File: config.mk
export PLATFORM = sky130hd
export DESIGN_NAME = chunky_to_planar_scanline_writer_core_flat
export DESIGN_NICKNAME = d
export VERILOG_FILES = /design/src/rtl/c2p_pkg.sv /design/src/rtl/c2p_if.sv /design/src/rtl/c2p_front.sv /design/src/rtl/c2p_queue.sv /design/src/rtl/c2p_back.sv /design/src/rtl/chunky_to_planar_scanline_writer_core.sv /design/src/flat_wrapper.sv
export SDC_FILE = /design/constraint.sdc
export NUM_CORES = 1
export LEC_CHECK = 0
export ABC_CLOCK_PERIOD_IN_PS = 15700
export BUFFER_PORTS_ARGS = -buffer_cell sky130_fd_sc_hd__buf_2
export CAP_MARGIN = 20
export CORE_MARGIN = 10
export CORE_UTILIZATION = 45
export CTS_CLUSTER_DIAMETER = 100
export CTS_CLUSTER_SIZE = 40
export DETAILED_ROUTE_END_ITERATION = 10
export MAX_ROUTING_LAYER = met4
export PLACE_DENSITY_LB_ADDON = 0.3
export SLEW_MARGIN = 20
export SYNTH_ARGS = -nofsm -noshare
export SYNTH_HDL_FRONTEND = slang
export SYNTH_HIERARCHICAL = 1
export SYNTH_SLANG_ARGS = --single-unit
File: constraint.sdc
create_clock -name clk -period 15.7 [get_ports clk]
set_input_delay 2.355 -clock clk [delete_from_list [all_inputs] [get_ports clk]]
set_output_delay 2.355 -clock clk [all_outputs]
set_load 0.05 [all_outputs]
File: src/rtl/c2p_pkg.sv
`timescale 1ns / 1ps
// Shared types and constants for the chunky-to-planar scanline writer.
// No dependencies; every other file of the block imports this package.
package c2p_pkg;

	localparam int MAX_LINE_PIXELS = 2048;
	localparam int ADDR_BITS       = 20;
	localparam int LW_W            = 12;
	localparam int COORD_W         = 11;
	localparam int COLOR_W         = 4;
	localparam int NUM_PLANES      = 4;
	localparam int PROD_W          = COORD_W + LW_W;
	localparam int SUM_W           = ADDR_BITS + 3;
	localparam int OUT_ADDR_W      = 20;
	localparam int BANK_SHIFT      = 16;
	localparam int QUEUE_DEPTH     = 4;
	localparam int QPTR_W          = $clog2(QUEUE_DEPTH);

	localparam logic [LW_W-1:0] LINE_WIDTH_RESET = LW_W'(640);
	localparam logic [LW_W-1:0] LINE_WIDTH_MAX   = LW_W'(MAX_LINE_PIXELS);
	localparam logic [2:0]      LAST_BIT_POS     = 3'd7;
	localparam logic [7:0]      LEFT_BIT         = 8'h80;

	typedef struct packed {
		logic [COLOR_W-1:0] color;
		logic [COORD_W-1:0] start_column;
		logic [COORD_W-1:0] row;
		logic               first;
		logic               last;
	} pix_t;

	typedef struct packed {
		logic [7:0]            plane_zero;
		logic [7:0]            plane_one;
		logic [7:0]            plane_two;
		logic [7:0]            plane_three;
		logic [7:0]            bit_enable;
		logic [OUT_ADDR_W-1:0] byte_address;
		logic [3:0]            bank;
		logic [15:0]           bank_offset;
		logic                  end_of_segment;
	} res_t;

	// One classified pixel as it waits between the front and the back.
	typedef struct packed {
		logic [COLOR_W-1:0]   color;
		logic [2:0]           col_lsb;
		logic                 first;
		logic                 last;
		logic [ADDR_BITS-1:0] addr;
	} qent_t;

endpackage

File: src/rtl/c2p_if.sv
`timescale 1ns / 1ps
// Valid/ready channel interfaces for pixels in and plane bytes out.
// Depends on c2p_pkg for the payload types.
interface c2p_pix_if;
	import c2p_pkg::*;
	logic valid;
	logic ready;
	pix_t data;
	modport source(output valid, output data, input ready);
	modport sink(input valid, input data, output ready);
endinterface

interface c2p_res_if;
	import c2p_pkg::*;
	logic valid;
	logic ready;
	res_t data;
	modport source(output valid, output data, input ready);
	modport sink(input valid, input data, output ready);
endinterface

File: src/rtl/c2p_front.sv
`timescale 1ns / 1ps
// Front end: takes pixels, holds the line width and works out segment start addresses.
// Depends on c2p_pkg and c2p_if.
module c2p_front (
	input  logic                      clk,
	input  logic                      arst_n,
	input  logic                      cfg_we,
	input  logic [c2p_pkg::LW_W-1:0]  cfg_wdata,
	c2p_pix_if.sink                   pixel,
	input  logic                      q_full,
	output logic                      q_push,
	output c2p_pkg::qent_t            q_wdata
);
	import c2p_pkg::*;

	logic [LW_W-1:0]   line_width_q;
	logic [LW_W-1:0]   width_sat;
	logic              valid_s1;
	pix_t              pix_s1;
	logic [PROD_W-1:0] prod_s1;
	logic [SUM_W-1:0]  sum;
	logic              in_fire;

	assign width_sat    = (line_width_q > LINE_WIDTH_MAX) ? LINE_WIDTH_MAX : line_width_q;
	assign pixel.ready  = !valid_s1 || !q_full;
	assign in_fire      = pixel.valid && pixel.ready;
	assign q_push       = valid_s1 && !q_full;

	always_ff @(posedge clk or negedge arst_n) begin
		if (!arst_n) begin
			line_width_q <= LINE_WIDTH_RESET;
			valid_s1     <= 1'b0;
		end else begin
			if (cfg_we) begin
				line_width_q <= cfg_wdata;
			end
			if (in_fire) begin
				valid_s1 <= 1'b1;
			end else if (q_push) begin
				valid_s1 <= 1'b0;
			end
		end
	end

	always_ff @(posedge clk) begin
		if (in_fire) begin
			pix_s1  <= pixel.data;
			prod_s1 <= PROD_W'(pixel.data.row) * PROD_W'(width_sat);
		end
	end

	// Pixel offset of the segment start; dropping its low three bits gives the byte address.
	assign sum = SUM_W'(prod_s1) + SUM_W'(pix_s1.start_column);

	always_comb begin
		q_wdata.color   = pix_s1.color;
		q_wdata.col_lsb = pix_s1.start_column[2:0];
		q_wdata.first   = pix_s1.first;
		q_wdata.last    = pix_s1.last;
		q_wdata.addr    = sum[SUM_W-1:3];
	end

endmodule

File: src/rtl/c2p_queue.sv
`timescale 1ns / 1ps
// Short first-in first-out queue between the front end and the packer.
// Depends on c2p_pkg for the entry type and depth.
module c2p_queue (
	input  logic           clk,
	input  logic           arst_n,
	input  logic           push,
	input  c2p_pkg::qent_t wdata,
	output logic           full,
	input  logic           pop,
	output logic           not_empty,
	output c2p_pkg::qent_t rdata
);
	import c2p_pkg::*;

	qent_t             slot_q [QUEUE_DEPTH];
	logic [QPTR_W-1:0] wr_ptr_q;
	logic [QPTR_W-1:0] rd_ptr_q;
	logic [QPTR_W:0]   count_q;

	assign full      = (count_q == (QPTR_W+1)'(QUEUE_DEPTH));
	assign not_empty = (count_q != '0);
	assign rdata     = slot_q[rd_ptr_q];

	always_ff @(posedge clk or negedge arst_n) begin
		if (!arst_n) begin
			wr_ptr_q <= '0;
			rd_ptr_q <= '0;
			count_q  <= '0;
		end else begin
			if (push) begin
				wr_ptr_q <= wr_ptr_q + 1'b1;
			end
			if (pop) begin
				rd_ptr_q <= rd_ptr_q + 1'b1;
			end
			if (push && !pop) begin
				count_q <= count_q + 1'b1;
			end else if (pop && !push) begin
				count_q <= count_q - 1'b1;
			end
		end
	end

	always_ff @(posedge clk) begin
		if (push) begin
			slot_q[wr_ptr_q] <= wdata;
		end
	end

endmodule

File: src/rtl/c2p_back.sv
`timescale 1ns / 1ps
// Back end: packs pixels into four plane bytes and drives the registered result.
// Depends on c2p_pkg and c2p_if.
module c2p_back (
	input  logic           clk,
	input  logic           arst_n,
	input  logic           q_valid,
	input  c2p_pkg::qent_t q_data,
	output logic           q_pop,
	c2p_res_if.source      result
);
	import c2p_pkg::*;

	logic [7:0]           acc_q [NUM_PLANES];
	logic [7:0]           mask_q;
	logic [2:0]           bit_pos_q;
	logic [ADDR_BITS-1:0] addr_q;
	logic                 res_valid_q;
	res_t                 res_q;

	logic [7:0]           acc_new [NUM_PLANES];
	logic [7:0]           mask_new;
	logic [2:0]           pos;
	logic [ADDR_BITS-1:0] addr_cur;
	logic [7:0]           bit_sel;
	logic                 full;
	logic                 emit;

	assign q_pop = q_valid && (!res_valid_q || result.ready);

	// A first pixel restarts the byte at the start column's bit.
	always_comb begin
		pos      = q_data.first ? q_data.col_lsb : bit_pos_q;
		addr_cur = q_data.first ? q_data.addr : addr_q;
		bit_sel  = LEFT_BIT >> pos;
		for (int k = 0; k < NUM_PLANES; k++) begin
			acc_new[k] = (q_data.first ? 8'h00 : acc_q[k])
				| (q_data.color[k] ? bit_sel : 8'h00);
		end
		mask_new = (q_data.first ? 8'h00 : mask_q) | bit_sel;
		full     = (pos == LAST_BIT_POS);
		emit     = full || q_data.last;
	end

	always_ff @(posedge clk or negedge arst_n) begin
		if (!arst_n) begin
			for (int k = 0; k < NUM_PLANES; k++) begin
				acc_q[k] <= 8'h00;
			end
			mask_q      <= 8'h00;
			bit_pos_q   <= 3'd0;
			addr_q      <= '0;
			res_valid_q <= 1'b0;
		end else begin
			if (q_pop && emit) begin
				res_valid_q <= 1'b1;
			end else if (result.ready) begin
				res_valid_q <= 1'b0;
			end
			if (q_pop) begin
				bit_pos_q <= pos + 3'd1;
				if (emit) begin
					for (int k = 0; k < NUM_PLANES; k++) begin
						acc_q[k] <= 8'h00;
					end
					mask_q <= 8'h00;
					addr_q <= full ? addr_cur + 1'b1 : addr_cur;
				end else begin
					for (int k = 0; k < NUM_PLANES; k++) begin
						acc_q[k] <= acc_new[k];
					end
					mask_q <= mask_new;
					addr_q <= addr_cur;
				end
			end
		end
	end

	always_ff @(posedge clk) begin
		if (q_pop && emit) begin
			res_q.plane_zero     <= acc_new[0];
			res_q.plane_one      <= acc_new[1];
			res_q.plane_two      <= acc_new[2];
			res_q.plane_three    <= acc_new[3];
			res_q.bit_enable     <= mask_new;
			res_q.byte_address   <= OUT_ADDR_W'(addr_cur);
			res_q.bank           <= 4'(addr_cur >> BANK_SHIFT);
			res_q.bank_offset    <= addr_cur[BANK_SHIFT-1:0];
			res_q.end_of_segment <= q_data.last;
		end
	end

	assign result.valid = res_valid_q;
	assign result.data  = res_q;

endmodule

File: src/rtl/chunky_to_planar_scanline_writer_core.sv
`timescale 1ns / 1ps
// Top level of the chunky-to-planar scanline writer: front end, queue and packer.
// Depends on c2p_pkg, c2p_if, c2p_front, c2p_queue and c2p_back.

// This block turns a stream of 4-bit pixels into 16-color planar memory writes. Each
// segment starts with a pixel marked first, which carries the start column and row; the
// block then emits one result per plane byte: four plane bytes (leftmost pixel in bit 7,
// color bit k on plane k), a bit-enable mask of the new pixels, the linear byte address
// (row * line_width + column) / 8, and that address split into a 64 KiB bank and offset.
// A byte goes out when its bit 0 is filled or when the pixel marked last arrives, so the
// first byte of a segment is right-aligned and the last one left-aligned. The block takes
// one pixel per clock for as long as the result side keeps up. A pixel passes through the
// front stage register, which holds the row-times-width product, and a queue slot, from
// whose head the packer loads the result register directly. The four-entry queue lets the
// front keep accepting while the result side stalls, until the queue is full. Line widths
// above 2048 are treated as 2048; line_width is written through cfg_we and cfg_wdata and
// resets to 640. The user must write it only while the block is idle; the block itself
// does not enforce this.
module chunky_to_planar_scanline_writer_core (
	input  logic                     clk,
	input  logic                     arst_n,
	input  logic                     cfg_we,
	input  logic [c2p_pkg::LW_W-1:0] cfg_wdata,
	c2p_pix_if.sink                  pixel,
	c2p_res_if.source                result
);
	import c2p_pkg::*;

	// Queue handshake between the front end and the packer.
	logic  q_push;
	logic  q_full;
	logic  q_pop;
	logic  q_not_empty;
	qent_t q_wdata;
	qent_t q_rdata;

	// The front end registers each transfer and computes the segment's start address.
	c2p_front u_front (
		.clk       (clk),
		.arst_n    (arst_n),
		.cfg_we    (cfg_we),
		.cfg_wdata (cfg_wdata),
		.pixel     (pixel),
		.q_full    (q_full),
		.q_push    (q_push),
		.q_wdata   (q_wdata)
	);

	c2p_queue u_queue (
		.clk       (clk),
		.arst_n    (arst_n),
		.push      (q_push),
		.wdata     (q_wdata),
		.full      (q_full),
		.pop       (q_pop),
		.not_empty (q_not_empty),
		.rdata     (q_rdata)
	);

	// The packer pops a pixel whenever its result register is free or being emptied.
	c2p_back u_back (
		.clk     (clk),
		.arst_n  (arst_n),
		.q_valid (q_not_empty),
		.q_data  (q_rdata),
		.q_pop   (q_pop),
		.result  (result)
	);

endmodule

File: src/flat_wrapper.sv
// flat-port wrapper written by rule: the top's interface ports become plain ports
module chunky_to_planar_scanline_writer_core_flat import c2p_pkg::*;
  (clk, arst_n, cfg_we, cfg_wdata, pixel_valid, pixel_data, pixel_ready, result_valid, result_data, result_ready);
  c2p_pix_if pixel_i ();
  c2p_res_if result_i ();
  input  logic clk;
  input  logic arst_n;
  input  logic cfg_we;
  input  logic [c2p_pkg::LW_W-1:0] cfg_wdata;
  input wire logic [$bits(pixel_i.valid)-1:0] pixel_valid;
  input wire logic [$bits(pixel_i.data)-1:0] pixel_data;
  output wire logic [$bits(pixel_i.ready)-1:0] pixel_ready;
  output wire logic [$bits(result_i.valid)-1:0] result_valid;
  output wire logic [$bits(result_i.data)-1:0] result_data;
  input wire logic [$bits(result_i.ready)-1:0] result_ready;
  assign pixel_i.valid = pixel_valid;
  assign pixel_i.data = pixel_data;
  assign pixel_ready = pixel_i.ready;
  assign result_valid = result_i.valid;
  assign result_data = result_i.data;
  assign result_i.ready = result_ready;
  chunky_to_planar_scanline_writer_core u_core (.clk(clk), .arst_n(arst_n), .cfg_we(cfg_we), .cfg_wdata(cfg_wdata), .pixel(pixel_i), .result(result_i));
endmodule
# After elaboration in Yosys (flattened, before gate mapping)
# Memory sizes are Yosys's and may differ from the RTL's.
# Index checks and enable logic that the tools add are counted.
# totals
register_bits,205
ramBits,116
inputBits,45
word_cells,87
mem_count,1
# mem_list
memory,depth,word_bits,rd,rd_clocked_by_memory_dff,write_ports,line,text
u_core.u_queue.slot_q,4,29,1,0,1,c2p_queue.sv:16,qent_t slot_q [QUEUE_DEPTH];
# classes
n_addsub,7
n_mul,1
magnitude_cmp,1
eq_ne,2
n_shift,1
mux,24
bitwise_logic,5
reduce_logical,18
# ops
cell,n
2-to-1 mux 8 bit,10
2-to-1 mux 20 bit,3
OR 8 bit,5
2-to-1 mux 32 bit,1
adder 23 x 11 -> 23 bit,1
multiplier 11 x 12 -> 23 bit,1
"adder 20 x 1 -> 20 bit, second input constant",1
"greater-than comparator 12 bit, second input constant",1
2-to-1 mux 12 bit,1
2-to-1 mux 3 bit,3
"right shift 8 x 3 -> 8 bit, first input constant",1
"adder 3 x 1 -> 3 bit, second input constant",2
"== test 3 bit, second input constant",2
logical AND 1 bit,6
2-to-1 mux 1 bit,6
nonzero test 2 bit,3
zero test 1 bit,5
"adder 2 x 1 -> 2 bit, second input constant",2
logical OR 1 bit,3
nonzero test 3 bit,1
"subtractor 3 x 1 -> 3 bit, second input constant",1

# Longest topological paths before layout
# Gate-level depths: netlist of the first run.
# depth
depth_word,7
depth_mapped,22
depth_no_buf,19

# Modules after synthesis
# The synthesis of the first run kept the hierarchy.
# modules_own_cells
mod,instances,cells_per_inst,area_per_inst_um2
c2p_front,1,709,6911.6
c2p_back,1,462,5626.6
c2p_queue,1,185,4579.4

# Least setup slack after synthesis of the first run
# No wires, ideal clock.
# synth_timing
path_kind,input to register
start,in pixel_data[4]
end,reg u_core.u_front.prod_s1[15] (data pin)
arrival_ns,6.947
t_required_ns,15.542
setup_slack_ns,8.595
cell_stages,17
n_path_buf,2
cell_sequence,clkbuf_1 > nand2_1 > fa_1 > inv_1 > fa_1 > fa_1 > fa_1 > inv_1 > fa_1 > inv_1 > ha_1 > buf_6 > a21o_1 > a31o_4 > o41ai_4 > or4b_1 > o211ai_1
# synth_via
elab_chain_len,1
# synth_rtl
element,line,text
"start, declared",flat_wrapper.sv:11,input wire logic [$bits(pixel_i.data)-1:0] pixel_data;
multiplier 11 x 12 -> 23 bit,c2p_front.sv:48,prod_s1 <= PROD_W'(pixel.data.row) * PROD_W'(width_sat);
"end signal, assigned",c2p_front.sv:48,
"end, declared",c2p_front.sv:20,logic [PROD_W-1:0] prod_s1;
# No other way between the ends.
# A chain may end at the register's enable or synchronous reset.

# Final worst setup path of the first run
# Ends and elaborated chain as after synthesis.

==> impl.org, run 1 <==
** Status
- The flow ran to the end, and the final reports show no timing, DRC or antenna violations.

** Floorplanning
- For this configuration, the core starts out at a cell density of 45.55%.
- Row Count :: 71
- In this run the vertical extent of the chip is 215.0 µm.
- Area enclosed by the die boundary :: 46240 µm²
- Num ports :: 128
- The core region is 37580 µm².
- Die Wd :: 215.0 µm

** Routing
- The detailed router finished its first iteration with 507 violations.
- Via Count :: 10060
- For this run, design rule violations remaining after detail routing come to 0.
- After detailed routing, the total wire length is 33870 µm.
- Remaining antenna violation count :: 0
- Before antenna repair, the detailed router went through 5 iterations.
- Routed WL per cell :: 17.53 µm
- After detailed routing, the number of vias per cell comes to 5.209.

** Power and ir drop
- Worst vdd rail ir drop :: 0.0001579 V
- Power spread over the standard cell area amounts to 216.8 nW/µm².
- The analysis attributes to cell leakage a power of 7.720 nW.

** Logic synthesis
- Proportion of synthesized flip-flops having asynchronous set or reset :: 27.91%
- In this run, synthesis produced a sequential element count of 301.
- Post-synthesis adder-cell area fraction :: 16.59%
- Summing the areas of all compound-gate instances in the mapped netlist gives 7.741% of the synthesized area.
- Of the total synthesized cell area, the portion taken by AND, OR, NAND and NOR gates is 10.43%.
- Yosys top cell by area :: sky130_fd_sc_hd__edfxtp_1
- Largest family of logic cells by synthesized area :: adder cells
- After synthesis the cells add up to 17120 µm².
- Instance count of the mapped netlist :: 1356
- Count of flip-flops with a built-in enable after synthesis :: 217
- Of the post-synthesis cell area, the part taken by muxes is 6.235%.
- Synthesized area divided by synthesized cell count :: 12.62 µm²
- Dominant register cell in the synthesized netlist :: sky130_fd_sc_hd__edfxtp_1
- After synthesis, the largest area contributor takes up 38.07% of total cell area.
- Proportion of synthesized chip area in sequential cells :: 50.36%
- The synthesized netlist devotes 2.712% of its cell area to XOR and XNOR gates.
- In this run, distinct cell masters in the synthesized netlist total 72.
- For this run, the number of Yosys warnings is 6.
- By area the synthesized netlist is led by sky130_fd_sc_hd__edfxtp_1 (38%), sky130_fd_sc_hd__dfrtp_1 (12%), sky130_fd_sc_hd__fa_1 (11%).
- Nets in the synthesized netlist :: 1574

** Timing
- Actual slew at the worst max-slew pin :: 1061 ps
- The count of endpoints failing hold in the final timing report was 0.
- The final max-slew violation count is 0.
- Maximum clock skew at final layout :: 51.36 ps
- Clock period minus worst slack :: 6772 ps
- Setup TNS after final layout :: 0 ps
- Setup repair after global routing left no endpoint under its margin.
- Highest achievable clock rate :: 147.7 MHz
- Slew headroom :: 29.11%
- Setup violation total in the final timing report :: 0
- Final Cycle Share :: 43.14%

** Place
- Placed Cells :: 1911
- The congestion estimate from routability-driven global placement came to 0.8558.
- Detailed-placement wirelength estimate :: 25200 µm
- The count of buffers added on input and output ports is 127.

** Global routing
- GR Util All Layers :: 14.87%
- The initial antenna violation count came to 0.
- The number of global-route vias before repair is 10280.
- The total overflow left after global routing is 0.
- Entering global routing, the biggest net connects 68 pins.
- Wire length of the first global-routing pass :: 55360 µm

** Critical path
- The worst register-to-register path has a depth of 16.
- CP dominant cell by count :: sky130_fd_sc_hd__fa_1
- The signal on the critical path passes through buf_2, nand2_1, fa_1, inv_1, fa_1, fa_1, fa_1, inv_1, fa_1, inv_1, ha_1, a21o_1, a31o_4, o41ai_4, or4b_1, o211ai_1.
- Crit path launch type :: input pin
- Worst path slowest cell :: sky130_fd_sc_hd__fa_1
- Slack of the worst reg-to-reg path :: 9420 ps
- The worst register-to-register path ends at u_core/u_front/prod_s1[15]$_DFFE_PP_.
- Required @ worst endpoint :: 16000 ps
- Worst stage delay on the critical path :: 570 ps
- Worst reg2reg path startpoint :: u_core/u_front/line_width_q[11]$_DFFE_PN0P_
- By startpoint and endpoint, the worst setup path is classified as input pin to register.
- Largest fanout of any net on the critical path :: 12
- Data arrival time at the worst-slack endpoint :: 7080 ps
- The worst setup path is captured at a register.

** Worst hold path
- The tightest min-delay check is of the register to register type.
- Along the worst hold path, the cell count comes to 1.
- The path with the worst hold slack has its endpoint at u_core/u_front/line_width_q[8]$_DFFE_PN0P_.
- The startpoint identified for the worst hold timing path is u_core/u_front/line_width_q[8]$_DFFE_PN0P_.

** Final layout
- Number of nets in the layout :: 1633
- Compared with the post-synthesis result, the final layout area differs by 7.514%.
- The finished layout holds 1932 standard cells, fillers aside.
- Fraction of layout cells with a size suffix above 1 :: 15.48%
- The repair_antennas step left the layout with diodes totalling 0.
- Cells fill 48.98% of the core in the end.

** Clock tree
- Clock tree synthesis found a total of 301 sinks.
- Deepest clock path buffer count :: 3
- Clock root buffer :: sky130_fd_sc_hd__clkbuf_16
- After clock tree synthesis, the clock-pin slew on the worst setup and hold paths is 100 ps.
- In this run the number of H-tree levels came out at 1.
- Post-CTS setup buffers :: 0
- TritonCTS buffer count :: 13
- Hold repair after CTS inserted 0 buffers.
- Source-to-sink clock delay at the later pin of the worst-skew pair :: 500 ps
- In this run, post-CTS repair resized a total of 0 instances.
- CTS tree :: yes

** Flow run
- Number of max-cap violations :: 0
## cell usage in the layout (no fill, tap or decap), types with 3 or more instances in the layout
cell type                   count
sky130_fd_sc_hd__edfxtp_1     217
sky130_fd_sc_hd__nand2_1      143
sky130_fd_sc_hd__inv_1        131
sky130_fd_sc_hd__buf_2        126
sky130_fd_sc_hd__fa_1          90
sky130_fd_sc_hd__ha_1          83
sky130_fd_sc_hd__dfrtp_1       81
sky130_fd_sc_hd__and2_1        80
sky130_fd_sc_hd__o21ai_0       54
sky130_fd_sc_hd__a22o_1        41
sky130_fd_sc_hd__xnor2_1       29
sky130_fd_sc_hd__mux4_2        28
sky130_fd_sc_hd__nor2_1        27
sky130_fd_sc_hd__xor2_1        24
sky130_fd_sc_hd__a21oi_1       22
sky130_fd_sc_hd__mux2_2        19
sky130_fd_sc_hd__nand3_1       17
sky130_fd_sc_hd__nor2b_1       15
sky130_fd_sc_hd__clkbuf_16     13
sky130_fd_sc_hd__a21o_1        13
sky130_fd_sc_hd__nand4_1       13
sky130_fd_sc_hd__o21ai_1       13
sky130_fd_sc_hd__nor3_1        12
sky130_fd_sc_hd__and3_1        10
sky130_fd_sc_hd__mux2_1        10
sky130_fd_sc_hd__buf_4          9
sky130_fd_sc_hd__mux2i_1        7
sky130_fd_sc_hd__a211oi_1       7
sky130_fd_sc_hd__nor4_1         7
sky130_fd_sc_hd__nand2b_1       5
sky130_fd_sc_hd__nand3b_1       5
sky130_fd_sc_hd__and2_2         5
sky130_fd_sc_hd__o21a_1         4
sky130_fd_sc_hd__a21boi_1       4
sky130_fd_sc_hd__clkbuf_1       3
sky130_fd_sc_hd__o31ai_1        3
sky130_fd_sc_hd__a31oi_1        3
## report_power, final
part	leakage, nW	total, W	internal, W	switching (W)
Combinational	4.38	0.00216	0.000705	0.00146
Clock	0.208	0.000420	0.000169	0.000251
Sequential	3.13	0.00141	0.00129	0.000112
Total	7.72	0.00399	0.00217	0.00182
## routing by layer
metal | track usage (%) | routed length [µm] | up-vias
met5 | - | 0 | -
met2 | 24.92 | 16850 | 195
met1 | 19.16 | 15100 | 5058
met4 | 2.511 | 449 | 0
li1 | - | - | 4786
met3 | 2.219 | 1474 | 25
## sequential cells by signal, indices dropped and copies added (netlist names)
name / count
u_core/u_back/acc_q: 32
u_core/u_back/addr_q: 20
u_core/u_back/bit_pos_q: 3
u_core/u_back/mask_q: 8
u_core/u_back/result.data: 61
u_core/u_back/result.valid: 1
u_core/u_front/line_width_q: 12
u_core/u_front/pix_s1: 8
u_core/u_front/prod_s1: 23
u_core/u_front/q_wdata: 9
u_core/u_front/valid_s1: 1
u_core/u_queue/count_q: 3
u_core/u_queue/rd_ptr_q: 2
u_core/u_queue/slot_q: 116
u_core/u_queue/wr_ptr_q: 2
## cell families after synthesis
family	count (synthesis)
XOR/XNOR	53
multiplexers	66
adder cells (fa/ha/maj)	173
buffers and inverters	223
AND/OR/NAND/NOR	351
AO/OA/AOI/OAI	189
flip-flops	301
## Yosys cell counts, types with 3 or more instances
master                     count
sky130_fd_sc_hd__edfxtp_1    217
sky130_fd_sc_hd__nand2_1     143
sky130_fd_sc_hd__inv_1       132
sky130_fd_sc_hd__fa_1         90
sky130_fd_sc_hd__and2_1       85
sky130_fd_sc_hd__ha_1         83
sky130_fd_sc_hd__dfrtp_1      82
sky130_fd_sc_hd__o21ai_0      55
sky130_fd_sc_hd__a22o_1       41
sky130_fd_sc_hd__clkbuf_1     41
sky130_fd_sc_hd__buf_4        30
sky130_fd_sc_hd__xnor2_1      29
sky130_fd_sc_hd__mux4_2       28
sky130_fd_sc_hd__nor2_1       28
sky130_fd_sc_hd__xor2_1       24
sky130_fd_sc_hd__a21oi_1      22
sky130_fd_sc_hd__mux2_2       19
sky130_fd_sc_hd__nand3_1      17
sky130_fd_sc_hd__nor2b_1      15
sky130_fd_sc_hd__a21o_1       13
sky130_fd_sc_hd__nand4_1      13
sky130_fd_sc_hd__o21ai_1      13
sky130_fd_sc_hd__nor3_1       12
sky130_fd_sc_hd__and3_1       10
sky130_fd_sc_hd__mux2_1       10
sky130_fd_sc_hd__a211oi_1      7
sky130_fd_sc_hd__buf_2         7
sky130_fd_sc_hd__mux2i_1       7
sky130_fd_sc_hd__nor4_1        7
sky130_fd_sc_hd__buf_1         6
sky130_fd_sc_hd__buf_6         6
sky130_fd_sc_hd__nand2b_1      5
sky130_fd_sc_hd__nand3b_1      5
sky130_fd_sc_hd__a21boi_1      4
sky130_fd_sc_hd__o21a_1        4
sky130_fd_sc_hd__a31oi_1       3
sky130_fd_sc_hd__o31ai_1       3
## worst max-delay path, delay by kind of cell
family | cells | cell delay, ps
buffers and inverters | 4 | 350
AND/OR/NAND/NOR | 2 | 570
AO/OA/AOI/OAI | 4 | 900
adder cells (fa/ha/maj) | 6 | 2880
## cell type report
class / count / area [µm²]
multi-input combinational: 832 / 7507
timing repair buffer: 135 / 698.2
sequential: 301 / 8622
tap: 511 / 639.4
inverter: 132 / 495.5
fill: 3279 / 19170
clock buffer: 16 / 336.6
clock inverter: 5 / 105.1
## how the worst max path moves through the flow
stage             startpoint                                   end  slack, ps
5_1_grt        pixel_data[4]  u_core/u_front/prod_s1[21]$_DFFE_PP_       8700
3_3_place_gp   pixel_data[4]  u_core/u_front/prod_s1[21]$_DFFE_PP_       8490
3_5_place_dp   pixel_data[4]  u_core/u_front/prod_s1[21]$_DFFE_PP_       8410
6_report       pixel_data[4]  u_core/u_front/prod_s1[15]$_DFFE_PP_       8930
2_1_floorplan  pixel_data[4]  u_core/u_front/prod_s1[15]$_DFFE_PP_       8600
4_1_cts        pixel_data[4]  u_core/u_front/prod_s1[15]$_DFFE_PP_       8930
## metrics by stage
step	cell area, µm²	total power, W	worst slack, ps	hold slack [ps]
global placement	17950	0.003565	8492	461.2
CTS	18400	0.004036	8926	489.6
detailed placement	17960	0.003609	8407	466.5
floorplan	17120	0.003148	8595	445.0
finish	18400	0.003990	8928	486.4
global route	18400	0.004289	8704	508.7
Power figures use the tool's default switching activity.
==> run 2: changes to the inputs <==
Settings changed: ABC_CLOCK_PERIOD_IN_PS 15700 to 5800.
Clock period 15.7 ns to 5.8 ns, I/O delays scaled along.
==> run 2 against run 1 <==
Against the previous run:
- global-route usage rose by 0.17 points
- sequential power rose to 2.7 times the previous value
- total power grew to 2.8 times the previous value
- first-iteration DRC count is 2.6% lower
- worst hold slack worse by 280 ps
- flip-flop and latch count is the same
- critical path type is now register to register
- largest cell class unchanged
- largest power group unchanged
- highest routed layer unchanged
==> impl.org, run 2 (synthesized netlist as in run 1, its figures left out) <==
** Clock tree
- The maximum level of the CTS H-tree came to 1 (unchanged).
- The latest clock arrival within the worst-skew pair came to 520 ps (was 500 ps).
- The CTS sink count came to 301 (unchanged).
- The clock transition at the registers of the reported paths came to 130 ps (was 100 ps).
- Clock root buffer :: sky130_fd_sc_hd__clkbuf_16 (unchanged)
- CTS tree :: yes (unchanged)
- Number of resized instances in the post-cts repair step :: 0 (unchanged)
- TritonCTS buffer count :: 13 (unchanged)
- Post-CTS setup buffers :: 0 (unchanged)
- The hold buffer count at CTS is 0 (unchanged).
- Deepest clock path buffer count :: 3 (unchanged)

** Final layout
- Number of nets in the layout :: 1660 (was 1633)
- The post-layout utilization of the core came to 49.63% (was 48.98%).
- Commonest cells after routing, fill and taps aside: sky130_fd_sc_hd__edfxtp_1 (217), sky130_fd_sc_hd__nand2_1 (143), sky130_fd_sc_hd__inv_1 (131) (unchanged).
- The top register by number of flip-flops was u_core/u_queue/slot_q (unchanged).
- # fillers :: 3315 (was 3279)
- Fraction of layout cells with a size suffix above 1 :: 17.39% (was 15.48%)
- The post-route non-filler standard cell count is 1960 (was 1932).
- Flip-flop count of the largest register, all copies and words added :: 116 (unchanged)
- Layout Area Growth over Synthesis :: 8.939% (was 7.514%)
- The most common cell after layout, fill and taps aside is sky130_fd_sc_hd__edfxtp_1 (unchanged).
- Count of antenna diodes in the layout :: 0 (unchanged)

** Timing
- Slew headroom :: 34.13% (was 29.11%)
- The count of endpoints failing setup in the final report is 0 (unchanged).
- Clock period minus worst slack :: 5477 ps
- The measured slew at the worst slew-check pin is 983.4 ps (was 1061 ps).
- The worst clock skew on the final layout came to 63.71 ps (was 51.36 ps).
- Setup TNS after final layout :: 0 ps (unchanged)
- RSZ-0062 raised after global routing: no (unchanged).
- The final max-slew violation count came to 0 (unchanged).
- Final Cycle Share :: 94.44%
- Fin. Hold Viols :: 0 (unchanged)
- Highest achievable clock rate :: 182.6 MHz

** Routing
- The routed wire length came to 34080 µm (was 33870 µm).
- The routed wirelength normalized by instance count was 17.39 µm (was 17.53 µm).
- The wire length the detailed router placed on met1 was 15340 µm (was 15100 µm).
- The number of iterations in the first detailed-routing pass came to 5 (unchanged).
- Routed met2 length :: 16630 µm (was 16850 µm)
- Number of design-rule violations left by the first detailed-router iteration :: 494 (was 507)
- The routed via count divided by cell count was 5.195 (was 5.209).
- DRC violations left :: 0 (unchanged)
- Highest routing layer actually used :: met4 (unchanged)
- The length of routed met3 wiring came to 1370 µm (was 1474 µm).
- Via Count :: 10180 (was 10060)
- The count of nets left with antenna violations after detail routing came to 0 (unchanged).

** Critical path
- Startpoint-to-endpoint class of the critical path :: register to register (was input pin to register)
- Largest fanout of any net on the critical path :: 4 (was 12)
- The type of origin of the critical path is a register (was input pin).
- The most repeated library cell on the critical path is sky130_fd_sc_hd__fa_1 (unchanged).
- Critical path, cell by cell: nor2b_1, buf_4, nand2_1, fa_1, inv_1, fa_1, fa_1, fa_1, inv_1, fa_1, inv_1, ha_1, o21ai_1, a21o_1, a2111oi_2, o21ai_1, o21ai_1, xor2_1 (was buf_2, nand2_1, fa_1, inv_1, fa_1, fa_1, fa_1, inv_1, fa_1, inv_1, ha_1, a21o_1, a31o_4, o41ai_4, or4b_1, o211ai_1).
- Worst path slowest cell :: sky130_fd_sc_hd__dfstp_2 (was sky130_fd_sc_hd__fa_1)
- The data arrival time of the critical path is 5690 ps (was 7080 ps).
- Required @ worst endpoint :: 6010 ps (was 16000 ps)
- Worst stage delay on the critical path :: 540 ps (was 570 ps)
- The capturing element type of the critical path is a register (unchanged).

** Place
- Placed Cells :: 1938 (was 1911)
- Detailed-placement wirelength estimate :: 25640 µm (was 25200 µm)
- The number of input and output port buffers inserted is 127 (unchanged).
- Global placement routability congestion :: 0.8836 (was 0.8558)

** Flow run
- The number of maximum-capacitance violations is 0 (unchanged).

** Status
- Run status: completed (unchanged).

** Global routing
- The global-route usage over all layers was 15.04% (was 14.87%).
- Via count of the first global-routing pass :: 10740 (was 10280)
- The global-route wire length before repair was 56120 µm (was 55360 µm).
- The maximum number of pins on one net before global-route repair is 68 (unchanged).
- Global route overflow :: 0 (unchanged)
- Number of antenna violations at the first check in global routing :: 0 (unchanged)

** Floorplanning
- Row Count :: 71 (unchanged)
- The full die area was 46240 µm² (unchanged).
- The floorplan die height came to 215.0 µm (unchanged).
- The width of the die was 215.0 µm (unchanged).
- Num ports :: 128 (unchanged)
- The placeable core region was 37580 µm² (unchanged).
- The effective utilization at floorplan is 45.55% (unchanged).

** Power and ir drop
- The power density over the cells was 589.4 nW/µm² (was 216.8 nW/µm²).
- Standby leakage power :: 7.869 nW (was 7.720 nW)
- Worst vdd rail ir drop :: 0.0003286 V (was 0.0001579 V)

** Worst hold path
- Tightest Hold Check Type :: input pin to asynchronous set/reset pin (was register to register)
run 2: metrics by stage:
| stage | setup WS (ps) | hold WS [ps] | instance area [µm²] | power (W) |
|---|---|---|---|---|
| after floorplan | 180.3 | 445.0 | 17120 | 0.008522 |
| after global placement | 227.7 | 460.4 | 18170 | 0.009783 |
| after detailed placement | 152.8 | 461.7 | 18170 | 0.009906 |
| after CTS | 249.3 | 174.4 | 18640 | 0.01112 |
| after global routing | 4.146 | 189.9 | 18650 | 0.01182 |
| final | 322.8 | 201.8 | 18650 | 0.01099 |
run 2: layer usage:
metal,vias to the layer above,GRT usage [%]
met5,-,-
met4,0,3.544
met3,38,2.065
met2,206,25.12
met1,5092,19.17
li1,4846,-
run 2: report_power, final:
group,switching [W],leakage (nW),internal [W]
logic,0.00394,4.52,0.00203
clock network,0.000687,0.218,0.000501
registers,0.000333,3.13,0.00350
total,0.00496,7.87,0.00603
run 2: final timing paths:
kind,to,cells past startpoint,slack (ps),from
min reg2reg,u_core/u_back/bit_pos_q[1]$_DFFE_PN0P_,2,490,u_core/u_back/bit_pos_q[1]$_DFFE_PN0P_
max reg2reg,u_core/u_front/prod_s1[21]$_DFFE_PP_,18,320,u_core/u_front/line_width_q[7]$_DFFE_PN1P_
max,u_core/u_front/prod_s1[21]$_DFFE_PP_,18,320,u_core/u_front/line_width_q[7]$_DFFE_PN1P_
min in group clk,u_core/u_back/bit_pos_q[1]$_DFFE_PN0P_,2,490,u_core/u_back/bit_pos_q[1]$_DFFE_PN0P_
min,u_core/u_back/addr_q[10]$_DFFE_PN0P_,1,200,arst_n
max in group asynchronous,u_core/u_front/line_width_q[11]$_DFFE_PN0P_,2,4350,arst_n
run 2: final cells by class:
type | count | area [µm²] | area share (%)
Clock inverter | 7 | 138.9 | 0.7448
Inverter | 132 | 495.5 | 2.657
Timing Repair Buffer | 162 | 913.4 | 4.898
Tap cell | 511 | 639.4 | 3.429
Sequential cell | 301 | 8623 | 46.24
Multi-Input combinational cell | 832 | 7505 | 40.24
Clock buffer | 15 | 332.8 | 1.785
run 2: worst max-delay path: cells and delay by family (launching register included):
kind	cells	cell delay, ps
adder cells (fa/ha/maj)	6	2760
AO/OA/AOI/OAI	5	1070
flip-flops	1	540
AND/OR/NAND/NOR	2	410
buffers and inverters	4	350
XOR/XNOR	1	90
==> run 3: changes to the inputs <==
Settings changed: ABC_CLOCK_PERIOD_IN_PS 5800 to 5300.
Clock period 5.8 ns to 5.3 ns, I/O delays scaled along.
==> run 3 against run 2 <==
Against the previous run:
- register-to-register slack got worse by 240 ps
- die area unchanged
- worst setup slack got worse by 240 ps
- first-iteration DRC count decreased by 0.20%
- utilization increased by 1.5 points
- combinational power increased by 17%
- non-clock buffer count increased by 51
- fmax increased by 5.1%
- worst hold slack got worse by 78 ps
- critical path depth unchanged
- flip-flop and latch count unchanged
- sequential power increased by 9.4%
- critical endpoint is now u_core/u_front/prod_s1[15]$_DFFE_PP_
- highest routed layer unchanged
==> impl.org, run 3 (synthesized netlist as in run 1, its figures left out) <==
** Timing
- The final max-slew violation count is 0 (unchanged).
- WHS :: 123.4 ps (was 201.8 ps)
- RSZ-0062 raised after global routing :: yes (was no)
- Highest achievable clock rate :: 191.8 MHz (was 182.6 MHz)
- The worst clock skew on the final layout came to 35.70 ps (was 63.71 ps).
- Final Cycle Share :: 98.36% (was 94.44%)
- Actual slew at the worst max-slew pin :: 961.0 ps (was 983.4 ps)
- Fin. Hold Viols :: 0 (unchanged)
- Clock period minus worst slack :: 5213 ps (was 5477 ps)
- Setup violation total in the final timing report :: 0 (unchanged)
- Setup TNS after final layout :: 0 ps (unchanged)
- Slew headroom :: 35.63% (was 34.13%)

** Global routing
- Wire length of the first global-routing pass :: 56010 µm (was 56120 µm)
- The maximum number of pins on one net before global-route repair was 71 (was 68).
- Via count of the first global-routing pass :: 10450 (was 10740)
- The initial antenna violation count was 0 (unchanged).
- GR Util All Layers :: 14.95% (was 15.04%)
- Global route overflow :: 0 (unchanged)

** Floorplanning
- Die Wd :: 215.0 µm (unchanged)
- Row Count :: 71 (unchanged)
- The effective utilization at floorplan is 45.55% (unchanged).
- Num ports :: 128 (unchanged)
- Die extent in y :: 215.0 µm (unchanged)
- The placeable core region is 37580 µm² (unchanged).
- The full die area came to 46240 µm² (unchanged).

** Final layout
- Count of antenna diodes in the layout :: 0 (unchanged)
- Flip-flop count of the largest register, all copies and words added :: 116 (unchanged)
- Register with the most flip-flops :: u_core/u_queue/slot_q (unchanged)
- Area of all sequential standard cells :: 8622 µm² (was 8623 µm²)
- The number of fill cells in the layout came to 3254 (was 3315).
- Commonest cells after routing, fill and taps aside: sky130_fd_sc_hd__edfxtp_1 (217), sky130_fd_sc_hd__nand2_1 (140), sky130_fd_sc_hd__inv_1 (129) (was sky130_fd_sc_hd__edfxtp_1 (217), sky130_fd_sc_hd__nand2_1 (143), sky130_fd_sc_hd__inv_1 (131)).
- Layout Area Growth over Synthesis :: 12.16% (was 8.939%)
- Multi-input logic area :: 7690 µm² (was 7505 µm²)
- The fraction of final layout cells sized beyond drive strength 1 was 22.01% (was 17.39%).
- The most common cell after layout, fill and taps aside is sky130_fd_sc_hd__edfxtp_1 (unchanged).
- Number of nets in the layout :: 1711 (was 1660)

** Clock tree
- TritonCTS buffer count :: 12 (was 13)
- The latest clock arrival within the worst-skew pair is 510 ps (was 520 ps).
- The clock transition at the registers of the reported paths is 130 ps (about the same).
- CTS tree :: yes (unchanged)
- Deepest clock path buffer count :: 3 (unchanged)
- The clock root buffer is sky130_fd_sc_hd__clkbuf_16 (unchanged).
- Number of hold buffers added after cts :: 0 (unchanged)
- Number of sinks handled by clock tree synthesis :: 301 (unchanged)
- The maximum level of the CTS H-tree is 1 (unchanged).

** Power and ir drop
- Fraction of power consumed by combinational cells :: 56.3% (was 54.3%)
- The power density over the cells is 643.5 nW/µm² (was 589.4 nW/µm²).
- P_int :: 0.006798 W (was 0.006032 W)
- The part of the total power dissipated in the clock network came to 9.8% (was 10.8%).
- The proportion of total power due to net switching came to 44.98% (was 45.12%).
- The maximum resistive drop on vdd was 0.0003416 V (was 0.0003286 V).
- PnR Total Power :: 0.01235 W (was 0.01099 W)
- P_sw :: 0.005557 W (was 0.004959 W)
- Part of the power in registers :: 33.9% (was 34.9%)
- The static leakage power came to 8.152 nW (was 7.869 nW).

** Critical path
- R2r worst-path depth :: 18 (unchanged)
- The start point of the critical path was u_core/u_front/line_width_q[7]$_DFFE_PN1P_ (unchanged).
- The biggest fanout along the worst timing path came to 6 (was 4).
- Critical register-to-register path endpoint :: u_core/u_front/prod_s1[15]$_DFFE_PP_ (was u_core/u_front/prod_s1[21]$_DFFE_PP_)
- The data arrival time of the critical path is 5560 ps (was 5690 ps).
- The capturing element type of the critical path is a register (unchanged).
- Required @ worst endpoint :: 5650 ps (was 6010 ps)
- The type of origin of the critical path is a register (unchanged).
- The type of the setup path with the least slack is register to register (unchanged).
- The reg-to-reg setup timing slack was 90 ps (was 320 ps).
- The reg-to-reg critical path startpoint is u_core/u_front/line_width_q[7]$_DFFE_PN1P_ (unchanged).

** Status
- Run status :: completed (unchanged)

** Place
- The number of input and output port buffers inserted is 127 (unchanged).
- The detailed placement HPWL came to 26040 µm (was 25640 µm).
- The global placer's final weighted congestion is 0.8952 (was 0.8836).

** Routing
- DRC violations left :: 0 (unchanged)
- The routed wirelength normalized by instance count came to 17.40 µm (was 17.39 µm).
- Remaining antenna violation count :: 0 (unchanged)
- Via Count :: 10390 (was 10180)
- The number of iterations in the first detailed-routing pass was 5 (unchanged).
- The violation count after the first detailed-routing iteration came to 493 (was 494).
- Final Routed Wirelength :: 34970 µm (was 34080 µm)
- The routed via count divided by cell count was 5.169 (was 5.195).

** Worst hold path
- Tightest Hold Check Type :: input pin to asynchronous set/reset pin (unchanged)

** Flow run
- The number of maximum-capacitance violations came to 0 (unchanged).
[run 3: worst max-delay path, cell delays in order, from the launching register on]
cell	delay (ps)
sky130_fd_sc_hd__dfstp_2	540
sky130_fd_sc_hd__nor2b_1	130
sky130_fd_sc_hd__buf_4	160
sky130_fd_sc_hd__buf_6	130
sky130_fd_sc_hd__nand2_4	50
sky130_fd_sc_hd__fa_1	550
sky130_fd_sc_hd__inv_2	40
sky130_fd_sc_hd__fa_1	500
sky130_fd_sc_hd__fa_1	430
sky130_fd_sc_hd__fa_1	490
sky130_fd_sc_hd__inv_1	50
sky130_fd_sc_hd__fa_1	490
sky130_fd_sc_hd__inv_2	50
sky130_fd_sc_hd__ha_4	210
sky130_fd_sc_hd__a21o_1	180
sky130_fd_sc_hd__a31o_4	230
sky130_fd_sc_hd__o41ai_4	230
sky130_fd_sc_hd__or4b_4	500
sky130_fd_sc_hd__o211ai_1	100
[run 3: timing repair]
action	4_1_cts	5_1_grt
cloned	0	2
pin swaps	3	10
setup endpoints to repair	12	12
buffers inserted	3	6
hold endpoints to repair	0	0
gates resized for setup	8	38
[run 3: power groups by stage]
stage	combinational [W]	sequential, W	clock (W)
after floorplan	0.00428	0.00507	0
after global placement	0.00665	0.00422	0
after detailed placement	0.00674	0.00426	0
after CTS	0.00678	0.00420	0.00125
after global routing	0.00760	0.00430	0.00134
final	0.00696	0.00419	0.00121
[run 3: through the flow]
step                      util (%)  instance area [µm²]  setup slack (ps)  instances
final                        51.09                19200             87.02       2010
after global routing         51.09                19200            -37.34       2010
after CTS                    50.51                18980            0.5094       2002
after detailed placement     49.29                18520            -200.7       1979
after global placement       49.29                18520            -80.05       1979
after floorplan                  -                17150            -36.18       1356
[run 3: worst max-delay path by stage]
stage               slack [ps]  depth (start not counted)                                    to
finish                      90                         18  u_core/u_front/prod_s1[15]$_DFFE_PP_
global route               -40                         19  u_core/u_front/prod_s1[15]$_DFFE_PP_
CTS                        0.5                         18  u_core/u_front/prod_s1[15]$_DFFE_PP_
detailed placement        -200                         17  u_core/u_front/prod_s1[19]$_DFFE_PP_
global placement           -80                         17  u_core/u_front/prod_s1[19]$_DFFE_PP_
floorplan                  -40                         19  u_core/u_front/prod_s1[15]$_DFFE_PP_
[run 3: metal layers]
metal	wire (µm)	GRT usage, %
met3	1594	2.261
met2	17180	24.76
met5	0	-
met4	548	3.192
met1	15650	19.22
[run 3: layout make-up]
type | instances | area share, %
timing repair buffer | 213 | 6.980
inverter | 132 | 2.581
clock inverter | 3 | 0.3715
multi-input combinational | 833 | 40.05
sequential | 301 | 44.91
tap | 511 | 3.330
clock buffer | 17 | 1.773
